[src/rtl/sttk_pkg.sv]
// ----------------------------------------------------------------------------
// sttk_pkg
// Token codes, keyword table and shared types of the source text tokenizer.
// ----------------------------------------------------------------------------
package sttk_pkg;

  localparam int POS_BITS_DEF = 16;
  localparam int PREFIX_BYTES = 6;
  localparam int KW_COUNT     = 13;
  localparam int OUTQ_DEPTH   = 4;

  // token kinds
  localparam logic [5:0] KIND_IDENT   = 6'd13;
  localparam logic [5:0] KIND_NUMBER  = 6'd14;
  localparam logic [5:0] KIND_STRING  = 6'd15;
  localparam logic [5:0] KIND_OP_BASE = 6'd16;
  localparam logic [5:0] KIND_LSQR    = 6'd32;
  localparam logic [5:0] KIND_ERROR   = 6'd40;
  localparam logic [5:0] KIND_END     = 6'd41;

  // error causes
  localparam logic [1:0] CAUSE_NONE   = 2'd0;
  localparam logic [1:0] CAUSE_BYTE   = 2'd1;
  localparam logic [1:0] CAUSE_STRING = 2'd2;

  localparam logic [15:0] LEN_MAX = 16'hFFFF;

  // keyword text, first byte in the low byte, zero padded
  localparam logic [47:0] KW_TEXT [KW_COUNT] = '{
    48'h000000646E61,  // and
    48'h00000000726F,  // or
    48'h000000006669,  // if
    48'h000065736C65,  // else
    48'h00656C696877,  // while
    48'h000065757274,  // true
    48'h00006C6C756E,  // null
    48'h6E7275746572,  // return
    48'h00000074656C,  // let
    48'h0065736C6166,  // false
    48'h000000726F66,  // for
    48'h00746E697270,  // print
    48'h0000636F7270   // proc
  };

  localparam logic [2:0] KW_LEN [KW_COUNT] = '{
    3'd3, 3'd2, 3'd2, 3'd4, 3'd5, 3'd4, 3'd4, 3'd6, 3'd3, 3'd5, 3'd3, 3'd5, 3'd4
  };

  typedef struct packed {
    logic [5:0]  kind;
    logic [15:0] start;
    logic [15:0] length;
    logic [1:0]  cause;
    logic        last;
  } tok_t;

  // up to two tokens produced by one byte, oldest in t0
  typedef struct packed {
    logic [1:0] n;
    tok_t       t0;
    tok_t       t1;
  } push_t;

  // exact full-length keyword match, else identifier
  function automatic logic [5:0] kw_kind(input logic [47:0] prefix,
                                         input logic [15:0] len);
    logic [5:0] kind;
    kind = KIND_IDENT;
    for (int k = KW_COUNT - 1; k >= 0; k--) begin
      if (len == 16'(KW_LEN[k]) && prefix == KW_TEXT[k]) begin
        kind = 6'(k);
      end
    end
    return kind;
  endfunction

endpackage

[src/rtl/source_text_tokenizer_top.sv]
// ----------------------------------------------------------------------------
// source_text_tokenizer_top
// Streaming tokenizer: one source byte in, zero to two tokens out.
//
//   channel  dir  handshake             payload
//   in_      in   in_valid / in_ready   in_ch
//   out_     out  out_valid / out_ready token_kind, token_start, token_length,
//                                       error_cause, last_of_run
//
// One byte per cycle while in_ready is high; the scanner decodes each byte
// combinationally and pushes its tokens into a four-entry result queue read out
// one per cycle while out_ready is high, so a token can leave on the cycle after
// its byte was taken. A byte that ends a pending token and is itself a bracket,
// a stray byte or the end marker yields two tokens and leaves the scanner idle,
// so two such bytes never come back to back; with out_ready high the queue
// holds at most two tokens and in_ready stays high.
// in_ready is low while the queue has fewer than two free entries, which
// happens only after out_ready stalls.
// Synchronous active-low reset clears scanner mode, offset and the queue.
// ----------------------------------------------------------------------------
module source_text_tokenizer_top #(
  parameter int POS_BITS = sttk_pkg::POS_BITS_DEF
) (
  input  logic        clk,
  input  logic        rst_n,
  input  logic        in_valid,
  output logic        in_ready,
  input  logic [7:0]  in_ch,
  output logic        out_valid,
  input  logic        out_ready,
  output logic [5:0]  out_token_kind,
  output logic [15:0] out_token_start,
  output logic [15:0] out_token_length,
  output logic [1:0]  out_error_cause,
  output logic        out_last_of_run
);

  logic            acc;
  sttk_pkg::push_t push;
  sttk_pkg::tok_t  head;

  assign acc = in_valid && in_ready;

  sttk_scan #(
    .POS_BITS (POS_BITS)
  ) u_scan (
    .clk   (clk),
    .rst_n (rst_n),
    .acc   (acc),
    .ch    (in_ch),
    .push  (push)
  );

  sttk_outq u_outq (
    .clk     (clk),
    .rst_n   (rst_n),
    .push_en (acc),
    .push    (push),
    .pop_rdy (out_ready),
    .pop_vld (out_valid),
    .head    (head),
    .room2   (in_ready)
  );

  assign out_token_kind   = head.kind;
  assign out_token_start  = head.start;
  assign out_token_length = head.length;
  assign out_error_cause  = head.cause;
  assign out_last_of_run  = head.last;

endmodule

[src/rtl/sttk_outq.sv]
// ----------------------------------------------------------------------------
// sttk_outq
// Result queue: takes up to two tokens per cycle, hands out one per cycle while pop_rdy is high.
// ----------------------------------------------------------------------------
module sttk_outq (
  input  logic            clk,
  input  logic            rst_n,
  input  logic            push_en,
  input  sttk_pkg::push_t push,
  input  logic            pop_rdy,
  output logic            pop_vld,
  output sttk_pkg::tok_t  head,
  output logic            room2
);

  localparam int AW = $clog2(sttk_pkg::OUTQ_DEPTH);

  sttk_pkg::tok_t mem_r [sttk_pkg::OUTQ_DEPTH];
  logic [AW-1:0]  wr_r, wr_nxt;
  logic [AW-1:0]  rd_r, rd_nxt;
  logic [AW:0]    cnt_r, cnt_nxt;
  logic [1:0]     pc;
  logic           pop;

  assign pc      = push_en ? push.n : 2'd0;
  assign pop_vld = (cnt_r != '0);
  assign pop     = pop_vld && pop_rdy;
  assign head    = mem_r[rd_r];
  assign room2   = (cnt_r <= (AW+1)'(sttk_pkg::OUTQ_DEPTH - 2));

  always_comb begin
    wr_nxt  = wr_r + AW'(pc);
    rd_nxt  = rd_r + AW'(pop);
    cnt_nxt = cnt_r + (AW+1)'(pc) - (AW+1)'(pop);
  end

  always_ff @(posedge clk) begin
    if (!rst_n) begin
      wr_r  <= '0;
      rd_r  <= '0;
      cnt_r <= '0;
    end else begin
      wr_r  <= wr_nxt;
      rd_r  <= rd_nxt;
      cnt_r <= cnt_nxt;
    end
  end

  always_ff @(posedge clk) begin
    if (pc != 2'd0) begin
      mem_r[wr_r] <= push.t0;
    end
    if (pc == 2'd2) begin
      mem_r[wr_r + AW'(1)] <= push.t1;
    end
  end

endmodule

[src/rtl/sttk_scan.sv]
// ----------------------------------------------------------------------------
// sttk_scan
// Scanner state and per-byte decode: yields zero, one or two tokens per byte.
// ----------------------------------------------------------------------------
module sttk_scan #(
  parameter int POS_BITS = sttk_pkg::POS_BITS_DEF
) (
  input  logic            clk,
  input  logic            rst_n,
  input  logic            acc,
  input  logic [7:0]      ch,
  output sttk_pkg::push_t push
);

  localparam logic [2:0] MODE_IDLE    = 3'd0;
  localparam logic [2:0] MODE_WORD    = 3'd1;
  localparam logic [2:0] MODE_INT     = 3'd2;
  localparam logic [2:0] MODE_FRAC    = 3'd3;
  localparam logic [2:0] MODE_STRING  = 3'd4;
  localparam logic [2:0] MODE_COMMENT = 3'd5;
  localparam logic [2:0] MODE_OPER    = 3'd6;

  localparam logic [7:0] CH_END   = 8'h00;
  localparam logic [7:0] CH_NL    = 8'h0A;
  localparam logic [7:0] CH_QUOTE = 8'h22;
  localparam logic [7:0] CH_HASH  = 8'h23;
  localparam logic [7:0] CH_DOT   = 8'h2E;
  localparam logic [7:0] CH_EQ    = 8'h3D;
  localparam logic [7:0] CH_UNDER = 8'h5F;

  logic [2:0]          mode_r, mode_nxt;
  logic [POS_BITS-1:0] start_r, start_nxt;
  logic [POS_BITS-1:0] cur_r, cur_nxt;
  logic [15:0]         len_r, len_nxt;
  logic [47:0]         prefix_r, prefix_nxt;
  logic [2:0]          op_r, op_nxt;

  logic is_alpha, is_digit, is_space, is_word;
  logic op_hit, br_hit;
  logic [2:0] op_idx, br_idx;
  logic [15:0] len_inc, cur16, start16;
  logic fl_emit, id_emit, id_begin, use_fl, use_sec, brk;
  logic [2:0] id_mode;
  sttk_pkg::tok_t fl_tok, id_tok, sec_tok;

  // character classes
  always_comb begin
    is_alpha = (ch >= 8'h61 && ch <= 8'h7A) || (ch >= 8'h41 && ch <= 8'h5A);
    is_digit = (ch >= 8'h30 && ch <= 8'h39);
    is_space = (ch == 8'h20) || (ch >= 8'h09 && ch <= 8'h0D);
    is_word  = is_alpha || is_digit || (ch == CH_UNDER);
    op_hit = 1'b1;
    op_idx = 3'd0;
    case (ch)
      8'h2B:   op_idx = 3'd0;  // +
      8'h2D:   op_idx = 3'd1;  // -
      8'h2A:   op_idx = 3'd2;  // *
      8'h2F:   op_idx = 3'd3;  // /
      8'h3D:   op_idx = 3'd4;  // =
      8'h3C:   op_idx = 3'd5;  // <
      8'h3E:   op_idx = 3'd6;  // >
      8'h21:   op_idx = 3'd7;  // !
      default: op_hit = 1'b0;
    endcase
    br_hit = 1'b1;
    br_idx = 3'd0;
    case (ch)
      8'h5B:   br_idx = 3'd0;  // [
      8'h5D:   br_idx = 3'd1;  // ]
      8'h28:   br_idx = 3'd2;  // (
      8'h29:   br_idx = 3'd3;  // )
      8'h7B:   br_idx = 3'd4;  // {
      8'h7D:   br_idx = 3'd5;  // }
      8'h2C:   br_idx = 3'd6;  // comma
      8'h3B:   br_idx = 3'd7;  // semicolon
      default: br_hit = 1'b0;
    endcase
  end

  always_comb begin
    len_inc = (len_r == sttk_pkg::LEN_MAX) ? len_r : len_r + 16'd1;
    cur16   = 16'(cur_r);
    start16 = 16'(start_r);

    // pending token, ended by this byte
    fl_emit       = 1'b1;
    fl_tok.start  = start16;
    fl_tok.length = len_r;
    fl_tok.cause  = sttk_pkg::CAUSE_NONE;
    fl_tok.last   = 1'b0;
    fl_tok.kind   = sttk_pkg::KIND_NUMBER;
    case (mode_r)
      MODE_WORD:  fl_tok.kind = sttk_pkg::kw_kind(prefix_r, len_r);
      MODE_INT, MODE_FRAC: fl_tok.kind = sttk_pkg::KIND_NUMBER;
      MODE_STRING: begin
        fl_tok.kind  = sttk_pkg::KIND_ERROR;
        fl_tok.cause = sttk_pkg::CAUSE_STRING;
      end
      MODE_OPER:  fl_tok.kind = sttk_pkg::KIND_OP_BASE + {2'b00, op_r, 1'b0};
      default:    fl_emit = 1'b0;
    endcase

    // byte seen outside any token
    id_tok.kind   = br_hit ? sttk_pkg::KIND_LSQR + {3'b000, br_idx} : sttk_pkg::KIND_ERROR;
    id_tok.start  = cur16;
    id_tok.length = 16'd1;
    id_tok.cause  = br_hit ? sttk_pkg::CAUSE_NONE : sttk_pkg::CAUSE_BYTE;
    id_tok.last   = 1'b0;
    id_begin = 1'b0;
    id_emit  = 1'b0;
    if (is_space) begin
      id_mode = MODE_IDLE;
    end else if (ch == CH_HASH) begin
      id_mode = MODE_COMMENT;
    end else if (ch == CH_QUOTE) begin
      id_mode  = MODE_STRING;
      id_begin = 1'b1;
    end else if (is_alpha) begin
      id_mode  = MODE_WORD;
      id_begin = 1'b1;
    end else if (is_digit) begin
      id_mode  = MODE_INT;
      id_begin = 1'b1;
    end else if (op_hit) begin
      id_mode  = MODE_OPER;
      id_begin = 1'b1;
    end else begin
      id_mode = MODE_IDLE;
      id_emit = 1'b1;
    end

    mode_nxt   = mode_r;
    start_nxt  = start_r;
    cur_nxt    = cur_r + POS_BITS'(1);
    len_nxt    = len_r;
    prefix_nxt = prefix_r;
    op_nxt     = op_r;
    use_fl     = 1'b0;
    use_sec    = 1'b0;
    sec_tok    = id_tok;
    brk        = 1'b0;

    if (ch == CH_END) begin
      // flush, emit end, restart at offset zero
      use_fl         = fl_emit;
      use_sec        = 1'b1;
      sec_tok.kind   = sttk_pkg::KIND_END;
      sec_tok.start  = cur16;
      sec_tok.length = 16'd0;
      sec_tok.cause  = sttk_pkg::CAUSE_NONE;
      mode_nxt       = MODE_IDLE;
      cur_nxt        = '0;
      start_nxt      = '0;
      len_nxt        = '0;
      prefix_nxt     = '0;
      op_nxt         = '0;
    end else begin
      unique case (mode_r)
        MODE_WORD: begin
          if (is_word) begin
            if (len_r < 16'(sttk_pkg::PREFIX_BYTES)) begin
              prefix_nxt = prefix_r | (48'(ch) << {len_r[2:0], 3'b000});
            end
            len_nxt = len_inc;
          end else begin
            brk = 1'b1;
          end
        end
        MODE_INT: begin
          if (is_digit) begin
            len_nxt = len_inc;
          end else if (ch == CH_DOT) begin
            len_nxt  = len_inc;
            mode_nxt = MODE_FRAC;
          end else begin
            brk = 1'b1;
          end
        end
        MODE_FRAC: begin
          if (is_digit) begin
            len_nxt = len_inc;
          end else begin
            brk = 1'b1;
          end
        end
        MODE_STRING: begin
          if (ch == CH_QUOTE) begin
            len_nxt        = len_inc;
            use_sec        = 1'b1;
            sec_tok.kind   = sttk_pkg::KIND_STRING;
            sec_tok.start  = start16;
            sec_tok.length = len_inc;
            sec_tok.cause  = sttk_pkg::CAUSE_NONE;
            mode_nxt       = MODE_IDLE;
          end else if (ch == CH_NL) begin
            // unterminated string; newline itself is dropped as whitespace
            use_fl   = 1'b1;
            mode_nxt = MODE_IDLE;
          end else begin
            len_nxt = len_inc;
          end
        end
        MODE_COMMENT: begin
          if (ch == CH_NL) begin
            mode_nxt = MODE_IDLE;
          end
        end
        MODE_OPER: begin
          if (ch == CH_EQ) begin
            len_nxt        = len_inc;
            use_sec        = 1'b1;
            sec_tok.kind   = sttk_pkg::KIND_OP_BASE + {2'b00, op_r, 1'b1};
            sec_tok.start  = start16;
            sec_tok.length = len_inc;
            sec_tok.cause  = sttk_pkg::CAUSE_NONE;
            mode_nxt       = MODE_IDLE;
          end else begin
            brk = 1'b1;
          end
        end
        default: brk = 1'b1;
      endcase

      if (brk) begin
        use_fl   = fl_emit;
        use_sec  = id_emit;
        mode_nxt = id_mode;
        if (id_begin) begin
          start_nxt  = cur_r;
          len_nxt    = 16'd1;
          prefix_nxt = 48'(ch);
          op_nxt     = op_idx;
        end
      end
    end

    // pack oldest first, mark the final one
    if (use_fl) begin
      push.t0 = fl_tok;
      push.t1 = sec_tok;
      push.n  = use_sec ? 2'd2 : 2'd1;
    end else begin
      push.t0 = sec_tok;
      push.t1 = sec_tok;
      push.n  = use_sec ? 2'd1 : 2'd0;
    end
    push.t0.last = (push.n == 2'd1);
    push.t1.last = 1'b1;
  end

  always_ff @(posedge clk) begin
    if (!rst_n) begin
      mode_r <= MODE_IDLE;
      cur_r  <= '0;
    end else if (acc) begin
      mode_r <= mode_nxt;
      cur_r  <= cur_nxt;
    end
  end

  always_ff @(posedge clk) begin
    if (acc) begin
      start_r  <= start_nxt;
      len_r    <= len_nxt;
      prefix_r <= prefix_nxt;
      op_r     <= op_nxt;
    end
  end

endmodule

[config.mk]
export PLATFORM = sky130hd
export DESIGN_NAME = source_text_tokenizer_top
export DESIGN_NICKNAME = d
export VERILOG_FILES = /design/src/rtl/sttk_pkg.sv /design/src/rtl/source_text_tokenizer_top.sv /design/src/rtl/sttk_outq.sv /design/src/rtl/sttk_scan.sv
export SDC_FILE = /design/constraint.sdc
export NUM_CORES = 1
export LEC_CHECK = 0
export ABC_AREA = 1
export BUFFER_PORTS_ARGS = -buffer_cell sky130_fd_sc_hd__buf_2
export CELL_PAD_IN_SITES_DETAIL_PLACEMENT = 0
export CELL_PAD_IN_SITES_GLOBAL_PLACEMENT = 1
export CORE_MARGIN = 5
export CORE_UTILIZATION = 51
export DETAILED_ROUTE_END_ITERATION = 6
export PLACE_DENSITY = 0.94
export SLEW_MARGIN = 20
export SYNTH_ARGS = -nofsm -noshare
export SYNTH_HDL_FRONTEND = slang
export SYNTH_SLANG_ARGS = --single-unit
[constraint.sdc]
create_clock -name clk -period 12 [get_ports clk]
set_input_delay 1.2 -clock clk [delete_from_list [all_inputs] [get_ports clk]]
set_output_delay 1.2 -clock clk [all_outputs]
set_load 0.01 [all_outputs]
Word level (Yosys, flattened, before mapping)
Memories as Yosys holds them, arrays and structs flattened. A register that Yosys moved wholly into a read port is not among the register bits.
Cells that the tools add are included.

word-level totals
  output and inout port bits = 43
  word-level logic and storage cells = 218
  bits in registers = 109
  memory bits (writable) = 164
  input bits = 12
  memories kept = 1

memory list
  name          depth  bits a word  rd ports  clocked after Yosys merged registers in  write ports  RTL line         RTL
  u_outq.mem_r  4      41           1         1                                        2            sttk_outq.sv:18  sttk_pkg::tok_t mem_r [sttk_pkg::OUTQ_DEPTH];

operators by class
  add/subtract/negate cells = 10
  equal/unequal tests = 52
  reductions and logical operators = 35
  shifts and indexed selects = 1
  magnitude comparators = 10
  bitwise logic cells = 1
  muxes and demuxes = 99

operators with widths
  cell                                             count
  two-way mux 48 bit                               5
  two-way mux 16 bit                               13
  == test 48 x 31 -> 1 bit, second input constant  4
  == test 48 x 23 -> 1 bit, second input constant  3
  == test 48 x 39 -> 1 bit, second input constant  3
  == test 8 x 6 -> 1 bit, second input constant    16
  two-way mux 40 bit                               3
  == test 48 x 15 -> 1 bit, second input constant  2
  two-way mux 84 bit                               1
  case mux 16 bit (5 select lines)                 1
  case mux 40 bit (2 select lines)                 1
  two-way mux 3 bit                                19
  == test 16 x 3 -> 1 bit, second input constant   3
  == test 48 x 47 -> 1 bit, second input constant  1
  OR 48 bit                                        1
  << shifter 8 x 6 -> 48 bit                       1
  case mux 3 bit (7 select lines)                  2
  == test 8 x 7 -> 1 bit, second input constant    5
  two-way mux 1 bit                                37
  adder 16 x 1 -> 16 bit, second input constant    2
  == test 16 x 2 -> 1 bit, second input constant   2
  two-way mux 4 bit                                8
  logical AND 1 bit                                19
  case mux 6 bit (3 select lines)                  1
  39 further kinds                                 55

Longest topological paths before layout
  depth after elaboration = 21
  gate-level depth with buffers = 22
  depth with buffers taken out = 20

Cells and area by module
From an unflattened synthesis, not the netlist that was laid out.

unflattened totals
  cell total of the unflattened synthesis = 2001
  area, all modules = 16230.6 µm²

modules (own cells, without submodules)
  module                     times used  cells an instance  seq. area each (µm²)  area each (µm²)
  sttk_outq                  1           868                5064.9                8622.0
  sttk_scan                  1           1131               2872.8                7601.0
  source_text_tokenizer_top  1           2                  0.0                   7.5

Worst setup path after synthesis
OpenSTA, ideal clock, no wires.

  path kind = input-to-reg
  start point = input port in_valid
  end point = memory u_outq.mem_r[2][10] (netlist name) (enable)
  arrival = 4.320 ns
  slack = 7.285 ns
  cell stages on the path = 8
  buffers on the path = 0
  setup time = 0.394 ns
  data required time = 11.606 ns
  cells stage by stage = nand2_1 > inv_1 > nand2_1 > nor2_1 > inv_1 > nor2_1 > nor2_1 > inv_1

RTL lines
  what         RTL line                         RTL
  from (decl)  source_text_tokenizer_top.sv:26  input logic in_valid,
  to (decl)    sttk_outq.sv:18

==> impl_metrics.csv <==
group,metric,value,unit
outcome,status,"finished clean",
drt,num_vias,15097,
drt,drt-initial-drc-count,1783,
cts,cts_setup_buffers,0,
power,power_leakage,0.007335,uW
cts,h-tree-depth,1,
setup_path,setup.worst_path.start_class,"input pin",
cts,tritoncts,"yes",
sta,slew_viol_final,0,
synth,synth-xor-area-share,0.7974,%
global_route,grt_pass1_wl,80790,um
setup_path,startpoint,"in_ch[4]",
drt,routedWlPerCell,20.17,um
power,irDropWorstVdd,0.0001496,V
sta,fmax,195.4,MHz
cts,postCtsHoldBufs,0,
synth,synth_common_cells,"nand2_1 (582), nor2_1 (303), edfxtp_1 (239), inv_1 (194), o21ai_0 (147)",
floorplanning,start_util,51.94,%
layout,nets,2153,
global_route,grt_pass1_vias,14091,
setup_path,cp.required,12220,ps
floorplanning,row_count,65,
global_route,grt_usage,28.24,%
floorplanning,die_area,36000,um^2
layout,design_area,17990,um^2
place,dp_slack,6341,ps
power,p_per_area,220.7,nW/um^2
floorplanning,ioPinCount,55,
synth,synth_compound_area_share,15.02,%
setup_path,r2r_start,"u_scan.mode_r[0]",
synth,synth_seq_cells,273,
synth,syn_nets,2143,
synth,synth_top_family_by_area,"simple AND/OR/NAND/NOR gates",
drt,routed_wirelength,51530,um
layout,fin_util,56.71,%
synth,synth_edf_count,239,
synth,ys.warnings.count,0,
synth,synthDistinctLibCells,50,
synth,synth_simple_gate_area_share,27.65,%
cts,clockBufferDepth,3,
floorplanning,die_y,189.7,um
drt,dr.pass1.iters,6,
sta,tightest_slew,1028,ps
layout,area_delta_synth_final,9.181,%
synth,muxShareOfSynthArea,0,%
cts,cts_resized,0,
cts,path_clk_slew,60,ps
setup_path,reg2reg_slack,7490,ps
setup_path,worstPathArrival,5340,ps
setup_path,cp-end-kind,"flip-flop",
cts,clockRootBuffer,"clkbuf_16",
place,place_area,16940,um^2
sta,max_slew_margin,31.48,%
place,place.gp.congestion,0.9660,
run,cap_viol_max_count,0,
floorplanning,dieWidth,189.7,um
sta,finalHoldViolations,0,
cts,clk_latency,570,ps
place,port_buffers,54,
sta,setup_ws,6881,ps
drt,ant_nets,0,
sta,finalCritPeriodShare,42.65,%
cts,numCtsBuffers,30,
synth,synthAdderAreaFrac,0.9569,%
sta,setup_viol,0,
synth,synth_area_per_cell,7.775,um^2
synth,syn-instance-count,2119,
synth,ys.flop_type,"edfxtp_1",
drt,drc_errors,0,
hold_path,hp-class,"flip-flop to flip-flop",
synth,synthTopCellsByArea,"edfxtp_1 (44%), nand2_1 (13%), nor2_1 (6.9%)",
synth,synth_top_area_cell,"edfxtp_1",
sta,fin_skew,21.22,ps
global_route,antenna_found_initial,0,
synth,ys_seq_area_share,47.69,%
synth,syn_area,16480,um^2
global_route,grt_max_degree,89,
layout,drive_gt1_share,9.940,%
synth,synth_async_sr_flop_share,0,%
layout,nFillCells,3028,
global_route,grt-ovfl-total,0,
setup_path,crit_type,"input pin to flip-flop",
drt,viasPerCell,5.909,
sta,setup_tns,0,ps
synth,synth_top_area_share,43.56,%
layout,diodes,0,
sta,period_minus_slack,5119,ps
place,dp_hpwl,36240,um
floorplanning,core-area,31720,um^2
synth,yosysMostFrequentCell,"nand2_1",
hold_path,min_from,"u_scan.cur16[15]",
sta,rsz0062_at_grt,"no",
cts,cts_sinks,273,
setup_path,crit_fanout,36,
power breakdown:
| group | leakage (uW) | internal (uW) | total (uW) | switching, uW |
|---|---|---|---|---|
| logic | 0.00436 | 404 | 1490 | 1090 |
| clock network | 0.000491 | 564 | 972 | 408 |
| registers | 0.00249 | 1340 | 1500 | 161 |
| total | 0.00734 | 2310 | 3970 | 1660 |
per-layer routing:
layer / vias to the layer above / part of all wire, % / GRT usage, %
met1: 7075 / 43 / 42.09
li1: 7154 / - / -
met4: 0 / 2.3 / 5.982
met2: 763 / 45 / 45.01
met3: 105 / 9.1 / 3.101
met5: - / 0 / 0
sequential cells by signal, summed over array words and instances (netlist names):
signal / cells
u_outq.wr_r: 2
u_scan.start16: 16
u_scan.cur16: 16
u_outq.mem_r: 164
u_outq.cnt_r: 3
u_scan.len_r: 16
u_outq.rd_r: 2
u_scan.mode_r: 3
u_scan.prefix_r: 48
u_scan.op_r: 3
layout make-up:
cell class	count	area [um^2]	share of cell area (%)
sequential	273	7859	43.69
multi-input combinational	1532	7332	40.76
inverter	216	810.8	4.507
clock buffer	35	789.5	4.389
tap	402	503.0	2.796
timing repair buffer	76	435.4	2.421
clock inverter	21	259.0	1.440
layout by cell type, fill, tap and decap left out, types with 5 or more instances in the layout:
cell,instances
a211oi_1,8
clkinvlp_4,7
nor2_2,18
a21oi_1,58
o21ai_0,147
ha_1,11
o22ai_2,9
nor2_1,298
nand2_4,5
nand2_1,582
clkbuf_16,30
buf_4,22
a21oi_2,6
o22ai_1,58
xor2_1,13
inv_2,22
o21ai_2,10
o21ai_1,18
edfxtp_1,239
dfxtp_1,33
o21a_1,14
nand4_1,14
inv_1,192
o211ai_1,66
nand3b_1,5
nor3_1,46
buf_2,54
nand3_1,111
cells by family (layout without fill, tap and decap cells):
group,after synthesis,count (layout)
simple gates,1100,1100
compound gates,405,405
buf+inv,314,348
flops,273,273
xor+xnor,15,15
fa+ha+maj,12,12
stage by stage:
stage	std cells	hold WS (ps)	total power, uW
after detailed placement	2499	449.5	2992
after floorplan	2119	421.7	2473
after global placement	2499	436.5	2959
after global routing	2555	482.7	4191
final	2555	452.7	3970
after CTS	2555	458.6	3969
final timing paths:
kind | endpoint | depth (start not counted)
worst min-delay path | u_scan.cur16[15] | 1
worst max register to register | u_outq.mem_r[3][11] | 15
worst min register to register | u_scan.cur16[15] | 1
worst max-delay path | u_outq.mem_r[3][11] | 19
critical path, stage by stage:
cell and delay (ps):
buf_2 160, inv_2 100, nand2_1 100, nor2_4 240, nand4_2 220, nand2_1 190
nand3_1 110, inv_2 380, nor2_1 140, o21ai_0 150, ha_1 230, nand2_1 110
nor2_1 100, inv_1 110, nor2_2 90, buf_4 410, nor2_1 110, inv_1 660
buf_4 470
(Power assumes the default switching activity.)
